--- src/rtl/rtc_pkg.sv ---
package rtc_pkg;

    localparam int unsigned CFG_IDX_W  = 3;
    localparam int unsigned CFG_DATA_W = 16;

    typedef enum logic [CFG_IDX_W-1:0] {
        CFG_BAD_TEMP = 3'd0,
        CFG_SAT_ADC  = 3'd1,
        CFG_OPEN     = 3'd2,
        CFG_SHORT    = 3'd3,
        CFG_MAX_ITER = 3'd4
    } t_cfg_index;

    localparam logic [15:0] RST_BAD_TEMP = 16'h8000;
    localparam logic [15:0] RST_SAT_ADC  = 16'd4095;
    localparam logic [15:0] RST_OPEN     = 16'd4090;
    localparam logic [15:0] RST_SHORT    = 16'd1500;
    localparam logic [7:0]  RST_MAX_ITER = 8'd100;

    // The square term divides by 135200 = 32 * 4225, the linear term by 10000 = 16 * 625.
    localparam logic [15:0] QUAD_DIV   = 16'd4225;
    localparam logic [15:0] QUAD_RECIP = 16'd31767;
    localparam logic [15:0] LIN_COEF   = 16'd2256;
    localparam logic [15:0] LIN_DIV    = 16'd625;
    localparam logic [15:0] LIN_RECIP  = 16'd26843;
    localparam logic signed [28:0] LIN_OFFSET = 29'sd4002249;
    localparam logic [15:0] GUESS_BASE = 16'd1600;

endpackage

--- src/rtl/rtd_temperature_convert.sv ---
// Forward item: one pass through states S_SQ to S_LD; the result is registered in S_FIN.
// Inverse item: each correction pass on the shared multiplier runs S_SQ to S_FIN, up to
// max_iterations passes (a limit of 0 acts as 1); a bad temperature code skips to S_FIN.
// One item is in work at a time and the next is accepted in the cycle after its result is
// issued; while a result waits, a new item is taken and held in its last step until then.
// Synchronous active-low reset clears the control state and loads the register defaults.
module rtd_temperature_convert (
    input  logic                          i_clk,
    input  logic                          i_rst_n,
    input  logic                          i_cfg_we,
    input  logic [rtc_pkg::CFG_IDX_W-1:0] i_cfg_index,
    input  logic [rtc_pkg::CFG_DATA_W-1:0] i_cfg_data,
    input  logic                          i_in_valid,
    output logic                          o_in_stall,
    input  logic                          i_req_type,
    input  logic [15:0]                   i_sensor_count,
    input  logic signed [15:0]            i_temp_f,
    output logic                          o_out_valid,
    input  logic                          i_out_stall,
    output logic signed [15:0]            o_temp_result,
    output logic [15:0]                   o_adc_result
);
    import rtc_pkg::*;

    typedef enum logic [3:0] {
        S_IDLE, S_SQ, S_QA, S_QB, S_QC, S_LA, S_LB, S_LC, S_LD, S_FIN
    } t_state;

    t_state r_state;

    logic [15:0] r_bad_temp;
    logic [15:0] r_sat_adc;
    logic [15:0] r_open;
    logic [15:0] r_short;
    logic [7:0]  r_max_iter;

    logic        r_inv;
    logic        r_sat;
    logic [15:0] r_target;
    logic [15:0] r_guess;
    logic [7:0]  r_iter;
    logic [42:0] r_prod;
    logic [26:0] r_y;
    logic [14:0] r_q;
    logic        r_neg;
    logic [23:0] r_z;
    logic [14:0] r_u;

    logic [26:0] mul_a;
    logic [15:0] mul_b;
    logic [42:0] mul_p;

    logic [27:0]        quad_rem;
    logic signed [28:0] lin_num;
    logic [28:0]        lin_abs;
    logic [23:0]        lin_rem;
    logic [15:0]        lin_val;
    logic [15:0]        fwd_val;
    logic [15:0]        err;
    logic [7:0]         last_iter;
    logic               out_free;
    logic               fin_done;

    always_comb begin
        mul_a = 27'(r_guess);
        mul_b = r_guess;
        unique case (r_state)
            S_SQ: begin
                mul_a = 27'(r_guess);
                mul_b = r_guess;
            end
            S_QA: begin
                mul_a = r_prod[31:5];
                mul_b = QUAD_RECIP;
            end
            S_QB: begin
                mul_a = 27'(r_prod[41:27]);
                mul_b = QUAD_DIV;
            end
            S_QC: begin
                mul_a = 27'(r_guess);
                mul_b = LIN_COEF;
            end
            S_LB: begin
                mul_a = 27'(r_z);
                mul_b = LIN_RECIP;
            end
            S_LC: begin
                mul_a = 27'(r_prod[38:24]);
                mul_b = LIN_DIV;
            end
            default: begin
                mul_a = 27'(r_guess);
                mul_b = r_guess;
            end
        endcase
    end

    assign mul_p = mul_a * mul_b;

    assign quad_rem = {1'b0, r_y} - r_prod[27:0];
    assign lin_num  = $signed({1'b0, r_prod[27:0]}) - LIN_OFFSET;
    assign lin_abs  = lin_num[28] ? 29'(-lin_num) : 29'(lin_num);
    assign lin_rem  = r_z - r_prod[23:0];
    assign lin_val  = r_neg ? 16'(-{1'b0, r_u}) : {1'b0, r_u};

    always_comb begin
        if ((r_guess > r_open) || (r_guess < r_short)) begin
            fwd_val = r_bad_temp;
        end else begin
            fwd_val = {1'b0, r_q} + lin_val;
        end
    end

    assign err       = r_target - fwd_val;
    assign last_iter = (r_max_iter == 8'd0) ? 8'd0 : r_max_iter - 8'd1;
    assign out_free  = !o_out_valid || !i_out_stall;
    assign o_in_stall = (r_state != S_IDLE);
    assign fin_done  = (r_state == S_FIN) && out_free &&
                       (r_sat || !r_inv || (err == 16'd0) || (r_iter == last_iter));

    always_ff @(posedge i_clk) begin
        if (!i_rst_n) begin
            r_state     <= S_IDLE;
            o_out_valid <= 1'b0;
            r_bad_temp  <= RST_BAD_TEMP;
            r_sat_adc   <= RST_SAT_ADC;
            r_open      <= RST_OPEN;
            r_short     <= RST_SHORT;
            r_max_iter  <= RST_MAX_ITER;
        end else begin
            if (i_cfg_we) begin
                unique case (t_cfg_index'(i_cfg_index))
                    CFG_BAD_TEMP: r_bad_temp <= i_cfg_data;
                    CFG_SAT_ADC:  r_sat_adc  <= i_cfg_data;
                    CFG_OPEN:     r_open     <= i_cfg_data;
                    CFG_SHORT:    r_short    <= i_cfg_data;
                    CFG_MAX_ITER: r_max_iter <= i_cfg_data[7:0];
                    default: ;
                endcase
            end

            if (fin_done) begin
                o_out_valid <= 1'b1;
            end else if (o_out_valid && !i_out_stall) begin
                o_out_valid <= 1'b0;
            end

            unique case (r_state)
                S_IDLE: begin
                    if (i_in_valid) begin
                        r_inv    <= i_req_type;
                        r_target <= i_temp_f;
                        r_iter   <= 8'd0;
                        r_sat    <= 1'b0;
                        if (!i_req_type) begin
                            r_guess <= i_sensor_count;
                            r_state <= S_SQ;
                        end else if (i_temp_f == r_bad_temp) begin
                            r_sat   <= 1'b1;
                            r_state <= S_FIN;
                        end else begin
                            r_guess <= {i_temp_f[13:0], 2'b00} + GUESS_BASE;
                            r_state <= S_SQ;
                        end
                    end
                end
                S_SQ: begin
                    r_prod  <= mul_p;
                    r_state <= S_QA;
                end
                S_QA: begin
                    r_y     <= r_prod[31:5];
                    r_prod  <= mul_p;
                    r_state <= S_QB;
                end
                S_QB: begin
                    r_q     <= r_prod[41:27];
                    r_prod  <= mul_p;
                    r_state <= S_QC;
                end
                S_QC: begin
                    r_q     <= r_q + 15'(quad_rem >= 28'(QUAD_DIV));
                    r_prod  <= mul_p;
                    r_state <= S_LA;
                end
                S_LA: begin
                    r_neg   <= lin_num[28];
                    r_z     <= lin_abs[27:4];
                    r_state <= S_LB;
                end
                S_LB: begin
                    r_prod  <= mul_p;
                    r_state <= S_LC;
                end
                S_LC: begin
                    r_u     <= r_prod[38:24];
                    r_prod  <= mul_p;
                    r_state <= S_LD;
                end
                S_LD: begin
                    r_u     <= r_u + 15'(lin_rem >= 24'(LIN_DIV));
                    r_state <= S_FIN;
                end
                S_FIN: begin
                    if (r_sat) begin
                        if (out_free) begin
                            o_temp_result <= 16'sd0;
                            o_adc_result  <= r_sat_adc;
                            r_state       <= S_IDLE;
                        end
                    end else if (!r_inv) begin
                        if (out_free) begin
                            o_temp_result <= fwd_val;
                            o_adc_result  <= 16'd0;
                            r_state       <= S_IDLE;
                        end
                    end else if ((err == 16'd0) || (r_iter == last_iter)) begin
                        if (out_free) begin
                            o_temp_result <= 16'sd0;
                            o_adc_result  <= r_guess + err;
                            r_state       <= S_IDLE;
                        end
                    end else begin
                        r_guess <= r_guess + err;
                        r_iter  <= r_iter + 8'd1;
                        r_state <= S_SQ;
                    end
                end
                default: r_state <= S_IDLE;
            endcase
        end
    end

endmodule

--- config.mk ---
export PLATFORM = sky130hd
export DESIGN_NAME = rtd_temperature_convert
export DESIGN_NICKNAME = d
export VERILOG_FILES = /design/src/rtl/rtc_pkg.sv /design/src/rtl/rtd_temperature_convert.sv
export SDC_FILE = /design/constraint.sdc
export NUM_CORES = 2
export LEC_CHECK = 0
export BUFFER_PORTS_ARGS = -buffer_cell sky130_fd_sc_hd__clkbuf_2
export CAP_MARGIN = 15
export CELL_PAD_IN_SITES_DETAIL_PLACEMENT = 0
export CELL_PAD_IN_SITES_GLOBAL_PLACEMENT = 1
export CORE_ASPECT_RATIO = 1.4
export CORE_MARGIN = 2
export CORE_UTILIZATION = 54
export DETAILED_ROUTE_END_ITERATION = 10
export GPL_TIMING_DRIVEN = 1
export PLACE_DENSITY = 0.84
export SLEW_MARGIN = 20
export SYNTH_ARGS = -nofsm -noshare
export SYNTH_HDL_FRONTEND = slang
export SYNTH_SLANG_ARGS = --single-unit
--- constraint.sdc ---
create_clock -name i_clk -period 14.8 [get_ports i_clk]
set_input_delay 4.44 -clock i_clk [delete_from_list [all_inputs] [get_ports i_clk]]
set_output_delay 4.44 -clock i_clk [all_outputs]
set_load 0.01 [all_outputs]
==> impl_metrics.toml <==
[clocking]
holdBufCountCts = 0
post_cts.repair.setup_buffers = 0
root_buffer = "clkbuf_16"
cts_tree = "built"
htreeDepth = 1
post_cts_resized = 0
clock_latency_ns = 0.61
cts.clk_slew.worst_paths_ns = 0.07
cts_num_sinks = 275
cts_max_path_buffers = 3
cts_inserted_buffers = 30

[drt]
vias_per_cell = 5.89
wire_per_inst_um = 22.4
dr.pass1.iters = 6
finalWirelength_mm = 98.2
vias = 25800
drcViolationCount = 0
ant_nets = 0
drt_iter0_markers = 1894

[cells_and_area]
drive_gt1_frac = 0.0599
fillCellCount = 5164
multi_input_area_sq_um = 21600
final_nets = 4269
areaGrowthSynthToFinish_pct = 7.93
seq_area_sq_um = 7490

[synthesis]
ys_warn_count = 0
synthArstFlopShare = 0
yosys_register_bits = 275
dominantRegCellSynth = "edfxtp_1"
netlist_instances = 3523
synthDistinctLibCells = 88
yosysSeqAreaShare = 0.239
synth_area_sq_um = 31300
ys_top_cells_by_area = "fa_1 22%, edfxtp_1 19%, ha_1 9.9%"
synth_top_area_frac = 0.225
synth.largest_area_cell = "fa_1"
postSynthAreaPerCell_sq_um = 8.90
synth_edf_count = 198

[die]
io_pins = 91
die_x_um = 208
chipHeight_um = 289
core-area_sq_um = 57500
dieArea_sq_um = 60000
initial_utilization = 0.545
rows = 104

[critical_path]
required_ns = 15.16
setup.worst_path.end_class = "register"
crit_buf_inv = 4
cp_max_fo = 19
path_delay_family = "adder cells"
crit_path_top_delay_cell = "a31oi_1"
worst_path_largest_cell_delay_ns = 0.85
worst_ep_arrival_time_ns = 9.93
crit_path_frequent_cell = "fa_1"
worstSetupPathType = "reg2reg"
crit_path_start_kind = "register"

[global_routing]
grt_pass1_vias = 26300
grt_overflow = 0
grt_pass1_wl_mm = 151
grt_usage = 0.328
grt_max_degree = 61
antenna_found_initial = 3

[worst_hold_path]
hold_class = "reg2reg"

[outcome]
outcome = "finished clean"

[placed_design]
place_congestion = 0.955
numPortBuffers = 90
dp_hpwl_mm = 80.0

[sta]
max-slew-margin-rel = 0.232
hold_violations = 0
slew_viol_final = 0
setup_tns_ns = 0
tightest_slew_ns = 1.15
min_period_over_period = 0.647
skew_ns = 0.0166
finalCriticalPeriod_ns = 9.57
final-setup-viol-count = 0
max_freq_mhz = 104
rsz0062_at_grt = "no"

[flow_run]
cap_violations = 0
==> layout make-up <==
| class | instances | area share |
|---|---|---|
| multi-input cells | 2636 | 0.639 |
| well taps | 742 | 0.0274 |
| repair buffers | 119 | 0.0198 |
| clock buffers | 38 | 0.0237 |
| diodes | 1 | 0.0000740 |
| inverters | 551 | 0.0611 |
| flip-flops and latches | 275 | 0.221 |
| clock inverters | 18 | 0.00754 |
==> sequential cells by signal (all words and copies together) (netlist names), 15 cells and up <==
name,count
o_adc_result,16
o_temp_result,16
r_bad_temp,16
r_guess,16
r_open,16
r_prod,42
r_q,15
r_sat_adc,16
r_short,16
r_target,16
r_u,15
r_y,27
r_z,24
==> per-layer routing <==
metal  GRT usage  wire length [um]
met5           0                 4
met4       0.244              8640
met3      0.0333              5370
met2       0.588             49500
met1       0.363             34600
==> tightest hold or removal path, cell delays in order (launching register included) <==
cell and delay, ns:
dfxtp_1 0.31, nand2_1 0.05, a21oi_1 0.05
==> cells in the final DEF, fill, tap and decap left out, drive strengths merged, types with 29 or more instances in the layout <==
cell type / synthesis / layout
inv: 549 / 552
clkbuf: 96 / 128
xnor2: 147 / 147
and3: 34 / 34
fa: 352 / 352
dfxtp: 77 / 77
nand4: 29 / 29
xor2: 67 / 67
conb: 2 / 52
o21ai: 134 / 134
a21oi: 210 / 210
nor2: 293 / 293
ha: 247 / 247
nor3: 46 / 46
nand3: 82 / 82
edfxtp: 198 / 198
nand2: 461 / 461
buf: 15 / 29
nand2b: 32 / 32
a21o: 56 / 56
==> synthesized netlist by cell type (all sizes together), types with 29 or more instances <==
library cell	instances
and3	34
o21ai	134
a21o	56
nor2	293
nand4	29
clkbuf	96
a21oi	210
nand2	461
xnor2	147
inv	549
ha	247
fa	352
xor2	67
dfxtp	77
nor3	46
edfxtp	198
nand2b	32
nand3	82
==> per-stage QoR <==
step / instance area, sq um / setup WS [ns] / cells / hold WS (ns) / utilization
2_1_floorplan: 31500 / 6.81 / 3573 / 0.432 / -
3_3_place_gp: 32800 / 5.36 / 4323 / 0.441 / 0.570
3_5_place_dp: 32800 / 5.43 / 4323 / 0.451 / 0.570
4_1_cts: 33800 / 5.38 / 4379 / 0.460 / 0.588
5_1_grt: 33800 / 4.74 / 4379 / 0.478 / 0.588
6_report: 33800 / 5.23 / 4380 / 0.458 / 0.588
==> final timing paths <==
path | start | endpoint | slack, ns | depth (start not counted)
min | r_open[2]$_SDFFE_PN0P_ | r_open[2]$_SDFFE_PN0P_ | 0.46 | 2
max reg2reg | r_state[2]$_SDFFE_PN0N_ | r_prod[41]$_DFFE_PP_ | 5.23 | 25
min reg2reg | r_open[2]$_SDFFE_PN0P_ | r_open[2]$_SDFFE_PN0P_ | 0.46 | 2
max | r_state[2]$_SDFFE_PN0N_ | r_prod[41]$_DFFE_PP_ | 5.23 | 25
==> kinds of logic after synthesis <==
kind of cell / share of synthesized area
AOI/OAI and AO/OA: 0.131
xor gates and xnor gates: 0.0600
adders and majority gates: 0.323
buffers and inverters: 0.0798
DFF: 0.239
muxes: 0.0112
other: 0.000240
and+or+nand+nor: 0.155
Power is not shown: default switching activity piles up to over one toggle a cycle in this logic, so the estimate is an artifact.
